File: src/hw/rtl/tcgr_pkg.sv
// ----------------------------------------------------------------------------
// tcgr_pkg
// Shared types and constants of the text console glyph renderer: font
// geometry, command and register codes, control characters.
// ----------------------------------------------------------------------------
package tcgr_pkg;

  // Font geometry
  localparam int unsigned GLYPH_WIDTH = 8;
  localparam int unsigned GLYPH_ROWS  = 16;
  localparam int unsigned GLYPH_COUNT = 256;
  localparam int unsigned ROW_W       = $clog2(GLYPH_ROWS);
  localparam int unsigned CODE_W      = $clog2(GLYPH_COUNT);
  localparam int unsigned ADDR_W      = CODE_W + ROW_W;
  localparam int unsigned FONT_DEPTH  = GLYPH_COUNT * GLYPH_ROWS;

  // Field widths
  localparam int unsigned CUR_W      = 13;
  localparam int unsigned COORD_W    = 12;
  localparam int unsigned SCR_W      = 13;
  localparam int unsigned COLOR_W    = 32;
  localparam int unsigned BITS_W     = 8;
  localparam int unsigned CFG_IDX_W  = 2;
  localparam int unsigned CFG_DATA_W = 32;

  localparam logic [CUR_W-1:0] CURSOR_MAX = {CUR_W{1'b1}};

  // Register reset values
  localparam logic [SCR_W-1:0]   RST_SCREEN_WIDTH  = SCR_W'(1024);
  localparam logic [SCR_W-1:0]   RST_SCREEN_HEIGHT = SCR_W'(768);
  localparam logic [COLOR_W-1:0] RST_FG_COLOR      = 32'h0000_FF00;
  localparam logic [COLOR_W-1:0] RST_BG_COLOR      = 32'h0000_0000;

  // Control characters
  localparam logic [CODE_W-1:0] CH_NUL     = 8'h00;
  localparam logic [CODE_W-1:0] CH_NEWLINE = 8'h0A;
  localparam logic [CODE_W-1:0] CH_RETURN  = 8'h0D;

  typedef enum logic [1:0] {
    CMD_LOAD   = 2'd0,
    CMD_CURSOR = 2'd1,
    CMD_CHAR   = 2'd2,
    CMD_NONE   = 2'd3
  } cmd_e;

  typedef enum logic [CFG_IDX_W-1:0] {
    CFG_WIDTH  = 2'd0,
    CFG_HEIGHT = 2'd1,
    CFG_FG     = 2'd2,
    CFG_BG     = 2'd3
  } cfg_idx_e;

  typedef enum logic [1:0] {
    ST_IDLE,
    ST_WRAP,
    ST_ROWS
  } seq_state_e;

  // Font memory access from the sequencer
  typedef struct packed {
    logic              en;
    logic              we;
    logic [ADDR_W-1:0] addr;
    logic [BITS_W-1:0] wdata;
  } ram_req_t;

endpackage

File: src/hw/rtl/tcgr_seq.sv
// ----------------------------------------------------------------------------
// tcgr_seq
// Command sequencer: cursor state, line and top wrap, glyph row walk over
// the font store and the output register for row beats.
// ----------------------------------------------------------------------------
module tcgr_seq (
  input  logic                           clk_i,
  input  logic                           rst_ni,
  input  logic                           in_valid_i,
  output logic                           in_ready_o,
  input  logic [1:0]                     cmd_i,
  input  logic [tcgr_pkg::CODE_W-1:0]    char_code_i,
  input  logic [tcgr_pkg::ROW_W-1:0]     row_index_i,
  input  logic [tcgr_pkg::BITS_W-1:0]    glyph_row_i,
  input  logic [tcgr_pkg::COORD_W-1:0]   pos_x_i,
  input  logic [tcgr_pkg::COORD_W-1:0]   pos_y_i,
  input  logic [tcgr_pkg::SCR_W-1:0]     screen_width_i,
  input  logic [tcgr_pkg::SCR_W-1:0]     screen_height_i,
  output tcgr_pkg::ram_req_t             ram_req_o,
  input  logic [tcgr_pkg::BITS_W-1:0]    ram_rdata_i,
  output logic                           out_valid_o,
  input  logic                           out_ready_i,
  output logic [tcgr_pkg::COORD_W-1:0]   pixel_x_o,
  output logic [tcgr_pkg::COORD_W-1:0]   pixel_y_o,
  output logic [tcgr_pkg::BITS_W-1:0]    row_bits_o,
  output logic                           last_row_o
);
  import tcgr_pkg::*;

  seq_state_e        state_q, state_d;
  logic [CUR_W-1:0]  cur_x_q, cur_x_d;
  logic [CUR_W-1:0]  cur_y_q, cur_y_d;
  logic [CODE_W-1:0] code_q, code_d;
  logic [ROW_W-1:0]  row_q, row_d;

  // Row read in flight: its data sits in the font store's read register
  logic               pend_q, pend_d;
  logic [COORD_W-1:0] pend_x_q, pend_x_d;
  logic [COORD_W-1:0] pend_y_q, pend_y_d;
  logic               pend_last_q, pend_last_d;

  logic               out_valid_q, out_valid_d;
  logic [COORD_W-1:0] out_x_q, out_x_d;
  logic [COORD_W-1:0] out_y_q, out_y_d;
  logic [BITS_W-1:0]  out_bits_q, out_bits_d;
  logic               out_last_q, out_last_d;

  cmd_e        cmd;
  logic        accept;
  logic        is_draw;
  logic        load_out;
  logic        issue;
  logic        last_issue;
  logic [CUR_W:0] x_end;
  logic [CUR_W:0] y_down;
  logic [CUR_W:0] y_end;
  logic [CUR_W-1:0] y_step;
  logic [CUR_W-1:0] wrap_x;
  logic [CUR_W-1:0] wrap_y;

  assign cmd     = cmd_e'(cmd_i);
  assign accept  = in_valid_i && in_ready_o;
  assign is_draw = (cmd == CMD_CHAR) && (char_code_i != CH_NUL)
                && (char_code_i != CH_NEWLINE) && (char_code_i != CH_RETURN);

  // Move down one text line, saturating at the cursor maximum
  assign y_down = {1'b0, cur_y_q} + (CUR_W+1)'(GLYPH_ROWS);
  assign y_step = (y_down > {1'b0, CURSOR_MAX}) ? CURSOR_MAX : y_down[CUR_W-1:0];

  // Line wrap, then wrap to top
  assign x_end = {1'b0, cur_x_q} + (CUR_W+1)'(GLYPH_WIDTH);
  always_comb begin
    if (x_end > {1'b0, screen_width_i}) begin
      wrap_x = '0;
      wrap_y = y_step;
    end else begin
      wrap_x = cur_x_q;
      wrap_y = cur_y_q;
    end
    y_end = {1'b0, wrap_y} + (CUR_W+1)'(GLYPH_ROWS);
    if (y_end > {1'b0, screen_height_i}) begin
      wrap_y = '0;
    end
  end

  // Output slot frees when empty or when its beat is taken
  assign load_out   = pend_q && (!out_valid_q || out_ready_i);
  assign last_issue = issue && (row_q == ROW_W'(GLYPH_ROWS - 1));

  // Next state
  always_comb begin
    state_d = state_q;
    unique case (state_q)
      ST_IDLE: begin
        if (accept && is_draw) begin
          state_d = ST_WRAP;
        end
      end
      ST_WRAP: state_d = ST_ROWS;
      ST_ROWS: begin
        if (last_issue) begin
          state_d = ST_IDLE;
        end
      end
      default: state_d = ST_IDLE;
    endcase
  end

  // State outputs: handshake and font store port
  always_comb begin
    in_ready_o      = 1'b0;
    issue           = 1'b0;
    ram_req_o.en    = 1'b0;
    ram_req_o.we    = 1'b0;
    ram_req_o.addr  = {code_q, row_q};
    ram_req_o.wdata = glyph_row_i;
    unique case (state_q)
      ST_IDLE: begin
        in_ready_o = 1'b1;
        if (in_valid_i && (cmd == CMD_LOAD)) begin
          ram_req_o.en   = 1'b1;
          ram_req_o.we   = 1'b1;
          ram_req_o.addr = {char_code_i, row_index_i};
        end
      end
      ST_WRAP: ;
      ST_ROWS: begin
        issue        = !pend_q || load_out;
        ram_req_o.en = issue;
      end
      default: ;
    endcase
  end

  // Cursor, glyph code and row counter
  always_comb begin
    cur_x_d = cur_x_q;
    cur_y_d = cur_y_q;
    code_d  = code_q;
    row_d   = row_q;
    if (accept) begin
      priority if (cmd == CMD_CURSOR) begin
        cur_x_d = CUR_W'(pos_x_i);
        cur_y_d = CUR_W'(pos_y_i);
      end else if ((cmd == CMD_CHAR) && (char_code_i == CH_NEWLINE)) begin
        cur_y_d = y_step;
      end else if ((cmd == CMD_CHAR) && (char_code_i == CH_RETURN)) begin
        cur_x_d = '0;
      end else if (is_draw) begin
        code_d = char_code_i;
        row_d  = '0;
      end else begin
        cur_x_d = cur_x_q;
      end
    end
    if (state_q == ST_WRAP) begin
      cur_x_d = wrap_x;
      cur_y_d = wrap_y;
    end
    if (issue) begin
      row_d = row_q + ROW_W'(1);
    end
    if (last_issue) begin
      cur_x_d = cur_x_q + CUR_W'(GLYPH_WIDTH);
    end
  end

  // Track the row read in flight
  always_comb begin
    pend_d      = pend_q;
    pend_x_d    = pend_x_q;
    pend_y_d    = pend_y_q;
    pend_last_d = pend_last_q;
    if (load_out) begin
      pend_d = 1'b0;
    end
    if (issue) begin
      pend_d      = 1'b1;
      pend_x_d    = cur_x_q[COORD_W-1:0];
      pend_y_d    = cur_y_q[COORD_W-1:0] + COORD_W'(row_q);
      pend_last_d = (row_q == ROW_W'(GLYPH_ROWS - 1));
    end
  end

  // Output register: load a row beat, drop it when taken
  always_comb begin
    out_valid_d = out_valid_q;
    out_x_d     = out_x_q;
    out_y_d     = out_y_q;
    out_bits_d  = out_bits_q;
    out_last_d  = out_last_q;
    if (out_ready_i) begin
      out_valid_d = 1'b0;
    end
    if (load_out) begin
      out_valid_d = 1'b1;
      out_x_d     = pend_x_q;
      out_y_d     = pend_y_q;
      out_bits_d  = ram_rdata_i;
      out_last_d  = pend_last_q;
    end
  end

  always_ff @(posedge clk_i or negedge rst_ni) begin
    if (!rst_ni) begin
      state_q     <= ST_IDLE;
      cur_x_q     <= '0;
      cur_y_q     <= '0;
      pend_q      <= 1'b0;
      out_valid_q <= 1'b0;
    end else begin
      state_q     <= state_d;
      cur_x_q     <= cur_x_d;
      cur_y_q     <= cur_y_d;
      pend_q      <= pend_d;
      out_valid_q <= out_valid_d;
    end
  end

  always_ff @(posedge clk_i) begin
    code_q      <= code_d;
    row_q       <= row_d;
    pend_x_q    <= pend_x_d;
    pend_y_q    <= pend_y_d;
    pend_last_q <= pend_last_d;
    out_x_q     <= out_x_d;
    out_y_q     <= out_y_d;
    out_bits_q  <= out_bits_d;
    out_last_q  <= out_last_d;
  end

  assign out_valid_o = out_valid_q;
  assign pixel_x_o   = out_x_q;
  assign pixel_y_o   = out_y_q;
  assign row_bits_o  = out_bits_q;
  assign last_row_o  = out_last_q;

endmodule

File: config.mk
export PLATFORM = sky130hd
export DESIGN_NAME = tcgr_seq
export DESIGN_NICKNAME = d
export VERILOG_FILES = /design/src/hw/rtl/tcgr_pkg.sv /design/src/hw/rtl/tcgr_seq.sv
export SDC_FILE = /design/constraint.sdc
export NUM_CORES = 1
export LEC_CHECK = 0
export BUFFER_PORTS_ARGS = -buffer_cell sky130_fd_sc_hd__buf_4
export CAP_MARGIN = 15
export CORE_MARGIN = 8
export CORE_UTILIZATION = 45
export DETAILED_ROUTE_END_ITERATION = 8
export PLACE_DENSITY = 0.73
export REMOVE_ABC_BUFFERS = 1
export SYNTH_ARGS = -nofsm -noshare
export SYNTH_HDL_FRONTEND = slang
export SYNTH_SLANG_ARGS = --single-unit
File: constraint.sdc
create_clock -name clk_i -period 6.5 [get_ports clk_i]
set_clock_uncertainty 0.15 [all_clocks]
set_input_delay 0.325 -clock clk_i [delete_from_list [all_inputs] [get_ports clk_i]]
set_output_delay 0.325 -clock clk_i [all_outputs]
set_load 0.05 [all_outputs]
After elaboration in Yosys (flattened, before gate mapping). Cells that the tools add are included.

Input port bits: 84. Logic and storage cells: 104. Register bits: 100.

Add/subtract/negate cells: 6. Bitwise operators: 3. Reductions and logical operators: 30. $lt $le $gt $ge: 3. Equality and inequality tests: 16. Multiplexer cells: 32.

Operator list (count): 13-bit two-way mux (15); 13-bit by 5-bit adder with 14-bit output, second input constant (2); 14-bit by 13-bit greater-than comparator with 1-bit output (2); 4-bit two-way mux (6); 8-bit by 4-bit equality test with 1-bit output, second input constant (2); 8-bit by 4-bit != test with 1-bit output, second input constant (2); 13-bit by 4-bit adder with 14-bit output, second input constant (1); 14-bit by 13-bit greater-than comparator with 1-bit output, second input constant (1); 14-bit two-way mux (1); 13-bit by 4-bit adder with 13-bit output, second input constant (1); 12-bit by 4-bit adder with 12-bit output (1); 1-bit logical AND (10); 2-bit != test, second input constant (5); 5-bit AND reduction (2); 2-bit nonzero test (5); 8-bit nonzero test (1); 1-bit two-way mux (6); 2-bit one-hot mux with 3 select lines (1); 3-bit nonzero test (2); 4-bit by 1-bit adder with 4-bit output, second input constant (1); 2-bit by 1-bit equality test with 1-bit output, second input constant (2); 2-bit equality test, second input constant (2); 4-bit equality test, second input constant (1); 2-bit zero test (2); other kinds (10) (16).

Longest topological paths before layout. Gate-level depths: netlist of the first run.

Depth after elaboration: 10. Mapped depth: 29. Depth with buffers taken out: 26.

Worst setup path before layout of the first run. Ideal clock, no wire load.

Path kind: reg2reg. From: reg cur_x_q[3]. To: reg cur_y_q[10]. Buffers on the path: 3. Library setup time: 65 ps. Clock period less this slack: 5427 ps. Data arrival time: 5212 ps. Stages on the path, launching flop included: 29. Setup slack: 1073 ps. Cell sequence: dfrtp_1 ha_1 and3_1 buf_6 and3_1 nand3_1 xnor2_1 ha_1 and3_1 nand4_1 nor4_1 a31o_4 clkbuf_1 o21bai_1 inv_1 ha_1 o221a_2 nand3_1 xor2_1 ha_1 nor3b_1 nand2_1 a211oi_1 o21ai_0 and3_1 buf_1 a311o_1 a21oi_1 o22a_1.

Longest elaborated chain between the ends: 7.

RTL lines: from (decl) (RTL line tcgr_seq.sv:31) `logic [CUR_W-1:0] cur_x_q, cur_x_d;`; from (signal assigned) (RTL line tcgr_seq.sv:213) `cur_x_q <= cur_x_d;`; 13-bit by 4-bit adder with 14-bit output (*) (RTL line tcgr_seq.sv:71) `assign x_end = {1'b0, cur_x_q} + (CUR_W+1)'(GLYPH_WIDTH);`; 14-bit by 13-bit greater-than comparator with 1-bit output (*) (RTL line tcgr_seq.sv:73) `if (x_end > {1'b0, screen_width_i}) begin`; 13-bit two-way mux (*) (RTL line tcgr_seq.sv:73); 13-bit by 5-bit adder with 14-bit output (RTL line tcgr_seq.sv:80) `y_end = {1'b0, wrap_y} + (CUR_W+1)'(GLYPH_ROWS);`; 14-bit by 13-bit greater-than comparator with 1-bit output (RTL line tcgr_seq.sv:81) `if (y_end > {1'b0, screen_height_i}) begin`; 13-bit two-way mux (*) (RTL line tcgr_seq.sv:81); 13-bit two-way mux (*) (RTL line tcgr_seq.sv:156) `if (state_q == ST_WRAP) begin`; to (signal assigned) (RTL line tcgr_seq.sv:214) `cur_y_q <= cur_y_d;`; to (decl) (RTL line tcgr_seq.sv:32) `logic [CUR_W-1:0] cur_y_q, cur_y_d;`.

Every way passes the cells marked *; elsewhere a longest branch is shown, timed or not. A chain may end at the register's enable or synchronous reset.

Worst setup path in the final report of the first run.
From: reg cur_x_q[3]. To: reg cur_y_q[12].

The elaborated chain is that of the path after synthesis.

==> flow_summary.toml, run 1 <==
[status]
status = "completed"

[global_routing]
grt_pass1_vias = 4795
track_usage = 0.1875
antenna_found_initial = 0
grt_pass1_wl_mm = 24.83
grt_max_degree = 34
overflow = 0

[worst_setup_path]
start_kind = "flop"
endpoint_kind = "flop"
crit_fanout = 16
r2r_start = "cur_x_q[3]$_DFFE_PN0P_"
cp.arrival_ps = 6210
timing.rr.end = "cur_y_q[12]$_DFFE_PN0P_"
reg2regPathDepth = 25
rrSetupSlack_ps = 420
cp.required_ps = 6630
path_class = "flop to flop"

[timing]
fin_ws_ps = 418.3
final-max-slew-violation-count = 0
max_slew_margin = 0.2915
timing.setup.tns_ps = 0
hold_viol = 0
finalSetupViolations = 0
rsz0062_at_grt = "no"
fin_crit_ps = 6082
tightest_slew_ps = 1062
max_freq_mhz = 164.4
post-route-period-util = 0.9356

[synth]
synth_top_family_by_area = "simple AND/OR/NAND/NOR gates"
ys_seq_elements = 100
synth_area_leaders = "edfxtp_1 (36%), dfrtp_1 (13%), ha_1 (7.5%), nand2_1 (5.0%), nor2_1 (3.2%)"
synth-compound-area-share = 0.1473
ys_seq_area_frac = 0.4873
yosysUniqueCellTypes = 59
synth_edf_count = 70
synthFlopType = "edfxtp_1"
syn_inst = 587
syn-cell-area_um2 = 5854
synth_mux_area_frac = 0.01261
synth_top_area_share = 0.3591
synth_fa_ha_area_frac = 0.07822
syn_avg_cell_area_um2 = 9.973
synth_top_cell_by_area = "edfxtp_1"
yosysWarnings = 0
synth_xor_area_frac = 0.04638
yosys.area_share.simple = 0.1731
async_flop_share = 0.3000

[min_path]
hold_path.class = "input pin to flop"
hold-path-endpoint = "code_q[4]$_DFFE_PP_"
min_from = "char_code_i[4]"
hold_depth = 1

[placement]
dpl_cell_area_um2 = 6868
routabilityCongestion = 0.9572
hpwl_mm = 11.94
pre_cts_ws_ps = 538.8
numPortBuffers = 124

[power_and_ir_drop]
peakVddDrop_uv = 170.0
p_seq_frac = 0.377
combPwrFrac = 0.473
power_switching_mw = 1.469
powerDensity_nw_per_um2 = 460.1
switching_share = 0.4406
p_int_mw = 1.866
pwr-share-clk = 0.150
p_leak_nw = 3.248

[floorplanning]
start_util = 0.4620
design.core.area_um2 = 12670
die_h_um = 130.1
num_rows = 41
die_area_um2 = 16920
ios = 141
fp.dieW_um = 130.1

[layout]
nets = 822
layout_common_cells = "buf_4 (130), nand2_1 (78), edfxtp_1 (70)"
n_antenna_cell = 0
n_fill_cell = 1058
regArea_um2 = 2853
finalInstanceArea_um2 = 7247
area_growth_pct = 23.79
multi_input_area_um2 = 2681
final_common_cell = "buf_4"
drive_gt1_frac = 0.2263

[clock_network]
h-tree-depth = 3
cts_buffer_depth = 2
cts_inserted_buffers = 9
clkSinkCount = 100
clk_pin_slew_ps = 70
cts.repair.resized = 0
holdBufCountCts = 8
cts-root-buf = "clkbuf_16"
cts_setup_buffers = 0
cts_tree = "done"
clk_latency_ps = 340

[route]
dr_total_vias = 4833
antenna_left = 0
drt_pass1_iterations = 5
totalWireLength_mm = 15.73
drcViolationCount = 0
wl_per_cell_um = 17.89
drt-initial-drc-count = 503
viasPerCell = 5.498

[flow_run]
max_cap_viol_count = 0
==> area by class of cell <==
class,instances,share of cell area
Tap cell,172,0.02970
Timing Repair Buffer,139,0.1471
Clock inverter,6,0.007251
Inverter,40,0.02072
Sequential cell,100,0.3936
Clock buffer,10,0.03160
Multi-Input combinational cell,412,0.3700
==> cell families (layout without fill, tap and decap cells) <==
logic type      after synthesis  in the layout
xor+xnor                     31             31
mux                           7              7
buf+inv                      75            195
compound gates              124            124
fa+ha+maj                    36             36
simple gates                214            214
flops                       100            100
==> per-layer routing <==
metal | track usage | vias up | part of all wire
li1 | - | 2310 | -
met1 | 0.2401 | 2281 | 0.44
met2 | 0.3053 | 222 | 0.47
met3 | 0.04488 | 20 | 0.080
met4 | 0.06216 | 0 | 0.015
met5 | 0 | - | 0
==> power groups by stage <==
stage | clock [mW] | sequential (mW) | combinational [mW]
2_1_floorplan | 0 | 1.48 | 0.832
3_3_place_gp | 0 | 1.25 | 1.54
3_5_place_dp | 0 | 1.26 | 1.57
4_1_cts | 0.513 | 1.25 | 1.58
5_1_grt | 0.540 | 1.29 | 1.72
6_report | 0.500 | 1.26 | 1.58
==> registers in the layout, summed over array words and instances, names as in the netlist <==
name	flops
cur_x_q	13
cur_y_q	13
pend_x_q	12
pend_y_q	12
pixel_x_o	12
pixel_y_o	12
code_q	8
row_bits_o	8
row_q	4
state_q	2
last_row_o	1
out_valid_o	1
pend_last_q	1
pend_q	1
==> cell usage after synthesis (3+ instances only) <==
cell / number
nand3_1: 20
or2_2: 4
nand2_1: 78
ha_1: 35
dfrtp_1: 30
nor2b_1: 3
a221oi_1: 3
mux2i_1: 4
clkbuf_1: 22
o21ai_0: 30
inv_1: 40
o32a_1: 4
buf_4: 8
nor3_1: 6
nand2b_1: 13
and3_1: 16
o22a_1: 4
a21o_1: 11
a211oi_1: 6
xor2_1: 10
and4_1: 4
a221o_1: 4
edfxtp_1: 70
a211o_1: 5
a31oi_1: 4
xnor2_1: 21
nor2_1: 50
mux2_2: 3
a21oi_1: 29
nor3b_1: 3
and2_1: 6
buf_2: 3
nand4_1: 5
==> per-stage QoR <==
stage,utilization,instances,power (mW),hold WS [ps]
after floorplan,-,552,2.314,-120.6
after global placement,0.5420,853,2.795,151.8
after detailed placement,0.5420,853,2.832,139.0
after CTS,0.5706,877,3.347,5.588
after global routing,0.5719,879,3.552,11.29
final,0.5719,879,3.335,28.91
==> worst max path at each step <==
stage                               to  cells after the start                    from
6_report       cur_y_q[12]$_DFFE_PN0P_                     25  cur_x_q[3]$_DFFE_PN0P_
5_1_grt         cur_y_q[8]$_DFFE_PN0P_                     25  cur_x_q[3]$_DFFE_PN0P_
4_1_cts        cur_y_q[12]$_DFFE_PN0P_                     25  cur_x_q[3]$_DFFE_PN0P_
3_5_place_dp    cur_y_q[8]$_DFFE_PN0P_                     25  cur_x_q[3]$_DFFE_PN0P_
3_3_place_gp    cur_y_q[8]$_DFFE_PN0P_                     23  cur_x_q[3]$_DFFE_PN0P_
2_1_floorplan  cur_y_q[10]$_DFFE_PN0P_                     23  cur_x_q[3]$_DFFE_PN0P_
==> worst max-delay path, cell delays in order (launching register included) <==
cell and delay (ps):
dfrtp_1 430, ha_1 250, and3_1 300, and3_1 240
nand3_1 110, xnor2_1 180, ha_1 300, and3_1 170
nand4_1 130, nor4_1 590, a31o_4 300, nor2_1 110
a21oi_1 210, ha_1 210, o221a_2 210, nand3_1 90
xor2_1 190, ha_1 190, nor3b_1 290, nand2_1 140
a211oi_1 240, o21ai_0 100, and3_1 280, o21a_1 220
a31oi_1 210, a221o_1 200
Note: power is estimated with default switching activity, not from simulation.
==> run 2, diff against run 1 <==
Settings changed: PLACE_DENSITY 0.73 to 0.76.
Clock period 6.5 ns to 5.4 ns, I/O delays scaled along.
==> run 2 against run 1 <==
Effect of this change:
- global-route usage rose by 0.28 points
- sequential share of layout area fell by 2.5 points
- cell area is 6.9% higher
- setup slack got worse by 350 ps
- die area stayed put
- non-clock buffer count rose by 35
- via count is 4.9% higher
- largest cell class unchanged
- highest routed layer unchanged
==> flow_summary.toml, run 2 (synthesis results as in run 1) <==
[placement]
numPortBuffers = 124
routabilityCongestion = 0.8791
pre_cts_ws_ps = -205.9
hpwl_mm = 12.11
dpl_cell_area_um2 = 6958

[timing]
finalSetupViolations = 0
hold_viol = 0
tightest_slew_ps = 1086
fin_crit_ps = 5331
max_slew_margin = 0.2752
post-route-period-util = 0.9872
rsz0062_at_grt = "yes"
max_freq_mhz = 187.6
fin_ws_ps = 69.35
timing.setup.tns_ps = 0
final-max-slew-violation-count = 0

[route]
drt-initial-drc-count = 475
totalWireLength_mm = 16.65
dr_total_vias = 5070
drt_pass1_iterations = 5
drcViolationCount = 0
wirelength_met1_mm = 7.039
highest_layer = "met4"
dr_wl_met3_mm = 1.329
wl_met2_mm = 8.091
wl_per_cell_um = 18.22
viasPerCell = 5.547
antenna_left = 0

[global_routing]
grt_max_degree = 31
grt_pass1_vias = 5008
antenna_found_initial = 0
grt_pass1_wl_mm = 25.32
track_usage = 0.1903
overflow = 0

[clock_network]
h-tree-depth = 3
clk_pin_slew_ps = 70
cts_tree = "done"
cts-root-buf = "clkbuf_16"
cts_buffer_depth = 2
clk_latency_ps = 340
clkSinkCount = 100
cts_inserted_buffers = 9

[floorplanning]
ios = 141
start_util = 0.4620
design.core.area_um2 = 12670
die_h_um = 130.1
die_area_um2 = 16920
fp.dieW_um = 130.1
num_rows = 41

[worst_setup_path]
crit_fanout = 7
crit_buf_inv = 5
critPathMaxStageDelay_ps = 380
crit_path_frequent_cell = "buf_4"
cp.required_ps = 5530
endpoint_kind = "flop"
worst_path_max_delay_cell = "dfrtp_1"
start_kind = "flop"
crit_family = "compound AO/OA/AOI/OAI gates"
cp.arrival_ps = 5460
path_class = "flop to flop"

[layout]
reg.largest.list = "cur_x_q x13, cur_y_q x13"
nets = 857
layout_common_cells = "buf_4 (156), nand2_1 (78), edfxtp_1 (70)"
n_fill_cell = 1042
finalInstanceArea_um2 = 7745
n_antenna_cell = 0
area_growth_pct = 32.29
final_common_cell = "buf_4"
regArea_um2 = 2854
drive_gt1_frac = 0.2898
multi_input_area_um2 = 2841

[status]
status = "completed"

[power_and_ir_drop]
powerDensity_nw_per_um2 = 556.5
p_leak_nw = 3.449
peakVddDrop_uv = 199.4

[flow_run]
max_cap_viol_count = 0

[min_path]
hold_path.class = "input pin to flop"
[run 2: changes by cell type in the layout (fill, tap and decap cells not counted), moves of 3 or more]
| cell | delta |
|---|---|
| a211oi_2 | +3 |
| a211oi_1 | -3 |
| buf_4 | +26 |
| ha_2 | +3 |
| ha_1 | -4 |
| dlygate4sd3_1 | +8 |
| and3_4 | +5 |
| and3_1 | -5 |
[run 2: metrics by stage]
stage / hold WS [ps] / power, mW / std cells / utilization
2_1_floorplan: -175.6 / 2.785 / 552 / -
3_3_place_gp: 91.66 / 3.382 / 865 / 0.5491
3_5_place_dp: 96.94 / 3.429 / 865 / 0.5491
4_1_cts: 7.461 / 4.175 / 901 / 0.5933
5_1_grt: 14.52 / 4.553 / 914 / 0.6112
6_report: 10.50 / 4.310 / 914 / 0.6112
[run 2: tightest hold or removal path, stage by stage]
cell	delay (ps)
buf_4	80
nand3_1	50
o21ai_0	60
[run 2: power breakdown]
group	leakage (nW)	switching, mW	total (mW)	internal, mW
combinational	2.24	1.29	2.08	0.789
clock	0.156	0.290	0.704	0.414
sequential	1.05	0.274	1.53	1.25
total	3.45	1.86	4.31	2.45
[run 2: per-layer routing]
metal,global-route usage,vias to the layer above
met2,0.3120,232
met1,0.2428,2444
li1,-,2379
met4,0.05943,0
met3,0.04610,15
met5,0,-
[run 2: layout make-up]
class / count / area share
inverters: 40 / 0.01939
clock buffers: 9 / 0.02908
well taps: 172 / 0.02779
repair buffers: 174 / 0.1746
flip-flops and latches: 100 / 0.3685
clock inverters: 7 / 0.01373
multi-input cells: 412 / 0.3669
[run 2: final timing paths]
check	to	slack, ps	cells past startpoint	startpoint
min in group asynchronous	cur_y_q[7]$_DFFE_PN0P_	270	2	rst_ni
setup reg to reg	cur_y_q[8]$_DFFE_PN0P_	70	27	cur_x_q[4]$_DFFE_PN0P_
hold / removal	cur_x_q[0]$_DFFE_PN0P_	10	3	pos_x_i[0]
hold reg to reg	pixel_x_o[3]$_DFFE_PP_	270	0	pend_x_q[3]$_DFFE_PP_
setup / recovery	cur_y_q[8]$_DFFE_PN0P_	70	27	cur_x_q[4]$_DFFE_PN0P_
max in group asynchronous	cur_x_q[5]$_DFFE_PN0P_	4490	2	rst_ni
[run 2: what timing repair did]
item / CTS / global route
hold endpoints to repair: 46 / 0
setup buffers: 3 / 13
resized for setup: 8 / 30
endpoints found under the setup margin: 13 / 13
pin swaps: 6 / 23
hold buffers: 17 / 0
==> run 3, diff against run 2 <==
==> constraint.sdc (replaced) <==
create_clock -name clk_i -period 5.4 [get_ports clk_i]
set_clock_uncertainty 0.15 [all_clocks]
set_input_delay 0.54 -clock clk_i [delete_from_list [all_inputs] [get_ports clk_i]]
set_output_delay 0.54 -clock clk_i [all_outputs]
set_load 0.05 [all_outputs]
==> run 3 against run 2 <==
Effect of this change:
- first-iteration DRC count decreased by 0.42%
- sequential cell count is the same
- sequential power barely moved
- fmax rose by 0.27%
- cell area down 2.1%
- register-to-register slack about the same
- count of clock-buffer cells in the layout unchanged
- core utilization is 1.3 points lower
- setup slack gained 15 ps
- worst hold slack gained 210 ps
==> flow_summary.toml, run 3 (synthesis results as in run 1) <==
[status]
status = "completed"

[floorplanning]
start_util = 0.4620
die_h_um = 130.1
num_rows = 41
design.core.area_um2 = 12670
fp.dieW_um = 130.1
ios = 141
die_area_um2 = 16920

[clock_network]
cts_buffer_depth = 2
h-tree-depth = 3
clkSinkCount = 100
cts_tree = "done"
cts-root-buf = "clkbuf_16"
cts_inserted_buffers = 9
clk_pin_slew_ps = 70
clk_latency_ps = 340

[global_routing]
overflow = 0
grt_pass1_vias = 4907
track_usage = 0.1869
grt_max_degree = 31
antenna_found_initial = 0
grt_pass1_wl_mm = 24.85

[power_and_ir_drop]
combPwrFrac = 0.481
pwr-share-clk = 0.164
p_int_mw = 2.446
powerDensity_nw_per_um2 = 566.2
power.total_mw = 4.295
power_switching_mw = 1.848
p_leak_nw = 3.382
p_seq_frac = 0.355
switching_share = 0.4304
peakVddDrop_uv = 199.3

[layout]
drive_gt1_frac = 0.2961
fin_util = 0.5986
n_fill_cell = 1070
nets = 841
reg.largest.list = "cur_x_q x13, cur_y_q x13"
multi_input_area_um2 = 2841
n_antenna_cell = 0
regArea_um2 = 2854
final_common_cell = "buf_4"
layout_common_cells = "buf_4 (156), nand2_1 (78), edfxtp_1 (70)"
area_growth_pct = 29.56

[worst_setup_path]
start_kind = "flop"
worst_path_max_delay_cell = "dfrtp_1"
cp.required_ps = 5530
endpoint_kind = "flop"
path_class = "flop to flop"
crit_buf_inv = 5
crit_family = "compound AO/OA/AOI/OAI gates"
crit_fanout = 7
cp.arrival_ps = 5450
critPathMaxStageDelay_ps = 380
crit_path_frequent_cell = "buf_4"

[route]
wl_per_cell_um = 18.14
drt_pass1_iterations = 5
viasPerCell = 5.584
totalWireLength_mm = 16.29
drt-initial-drc-count = 473
drcViolationCount = 0
dr_total_vias = 5014
antenna_left = 0

[timing]
max_freq_mhz = 188.1
rsz0062_at_grt = "yes"
final-max-slew-violation-count = 0
finalSetupViolations = 0
post-route-period-util = 0.9845
fin_crit_ps = 5316
hold_viol = 0
tightest_slew_ps = 1082
max_slew_margin = 0.2781

[placement]
numPortBuffers = 124
hpwl_mm = 12.11
routabilityCongestion = 0.8791

[flow_run]
max_cap_viol_count = 0

[min_path]
hold_path.class = "input pin to flop"
## run 3: changes by cell type in the layout (fill, tap and decap cells not counted)
cell and delta:
dlygate4sd3_1 -16
## run 3: through the flow
step	instance area, um2	hold slack, ps	instances	setup TNS, ps	setup slack (ps)
after CTS	7357	216.3	885	0	33.81
after detailed placement	6958	254.5	865	-1986	-205.9
after global routing	7585	206.7	898	-905.4	-111.7
final	7585	224.0	898	0	83.93
after floorplan	5682	94.41	552	0	29.31
after global placement	6958	251.3	865	0	41.61
## run 3: metal layers
layer	vias up	track usage	wire, um
met5	-	0	0
met1	2415	0.2418	6917
met2	235	0.3020	7811
li1	2348	-	-
met4	0	0.06216	199
met3	16	0.04366	1363
## run 3: final cells by class
class	instances	share of cell area
multi-input combinational	412	0.3746
sequential	100	0.3763
tap	172	0.02837
timing repair buffer	158	0.1572
clock inverter	7	0.01402
clock buffer	9	0.02969
inverter	40	0.01980
## run 3: timing repair
item,in CTS,in global routing
pin swaps,6,23
setup buffers,3,13
resized for setup,8,30
hold buffers,1,0
setup endpoints to repair,13,13
endpoints found under the hold margin,1,0
## run 3: power groups by stage
stage               combinational (mW)  clock [mW]  sequential [mW]
floorplan                         1.00           0             1.78
global placement                  1.88           0             1.51
detailed placement                1.91           0             1.52
CTS                               1.94       0.716             1.51
global route                      2.23       0.746             1.57
finish                            2.06       0.704             1.53
## run 3: path summary, 6_finish.rpt
path	cells past startpoint	to	from	slack [ps]
worst max-delay path	27	cur_y_q[8]$_DFFE_PN0P_	cur_x_q[4]$_DFFE_PN0P_	80
max in group asynchronous	2	cur_x_q[5]$_DFFE_PN0P_	rst_ni	4220
min in group asynchronous	2	cur_y_q[7]$_DFFE_PN0P_	rst_ni	530
worst min-delay path	1	row_bits_o[2]$_DFFE_PP_	ram_rdata_i[2]	220
worst max register to register	27	cur_y_q[8]$_DFFE_PN0P_	cur_x_q[4]$_DFFE_PN0P_	80
worst min register to register	0	pixel_x_o[3]$_DFFE_PP_	pend_x_q[3]$_DFFE_PP_	270
## run 3: worst register-to-register path, stage by stage, from the launching register on
cell	delay, ps
dfrtp_1	380
ha_2	190
and3_4	220
and3_4	220
nand3_4	90
xnor2_2	220
ha_1	280
buf_4	140
a21o_1	170
a221oi_2	270
buf_4	180
a31o_4	210
buf_4	120
nand3_2	90
a211oi_4	340
buf_4	160
nand3_2	70
xor2_1	160
ha_2	200
nor3b_2	240
nand2_1	130
buf_4	150
nor2_2	70
a31oi_1	50
and3_4	210
o21a_1	170
a31oi_1	180
a221o_1	180
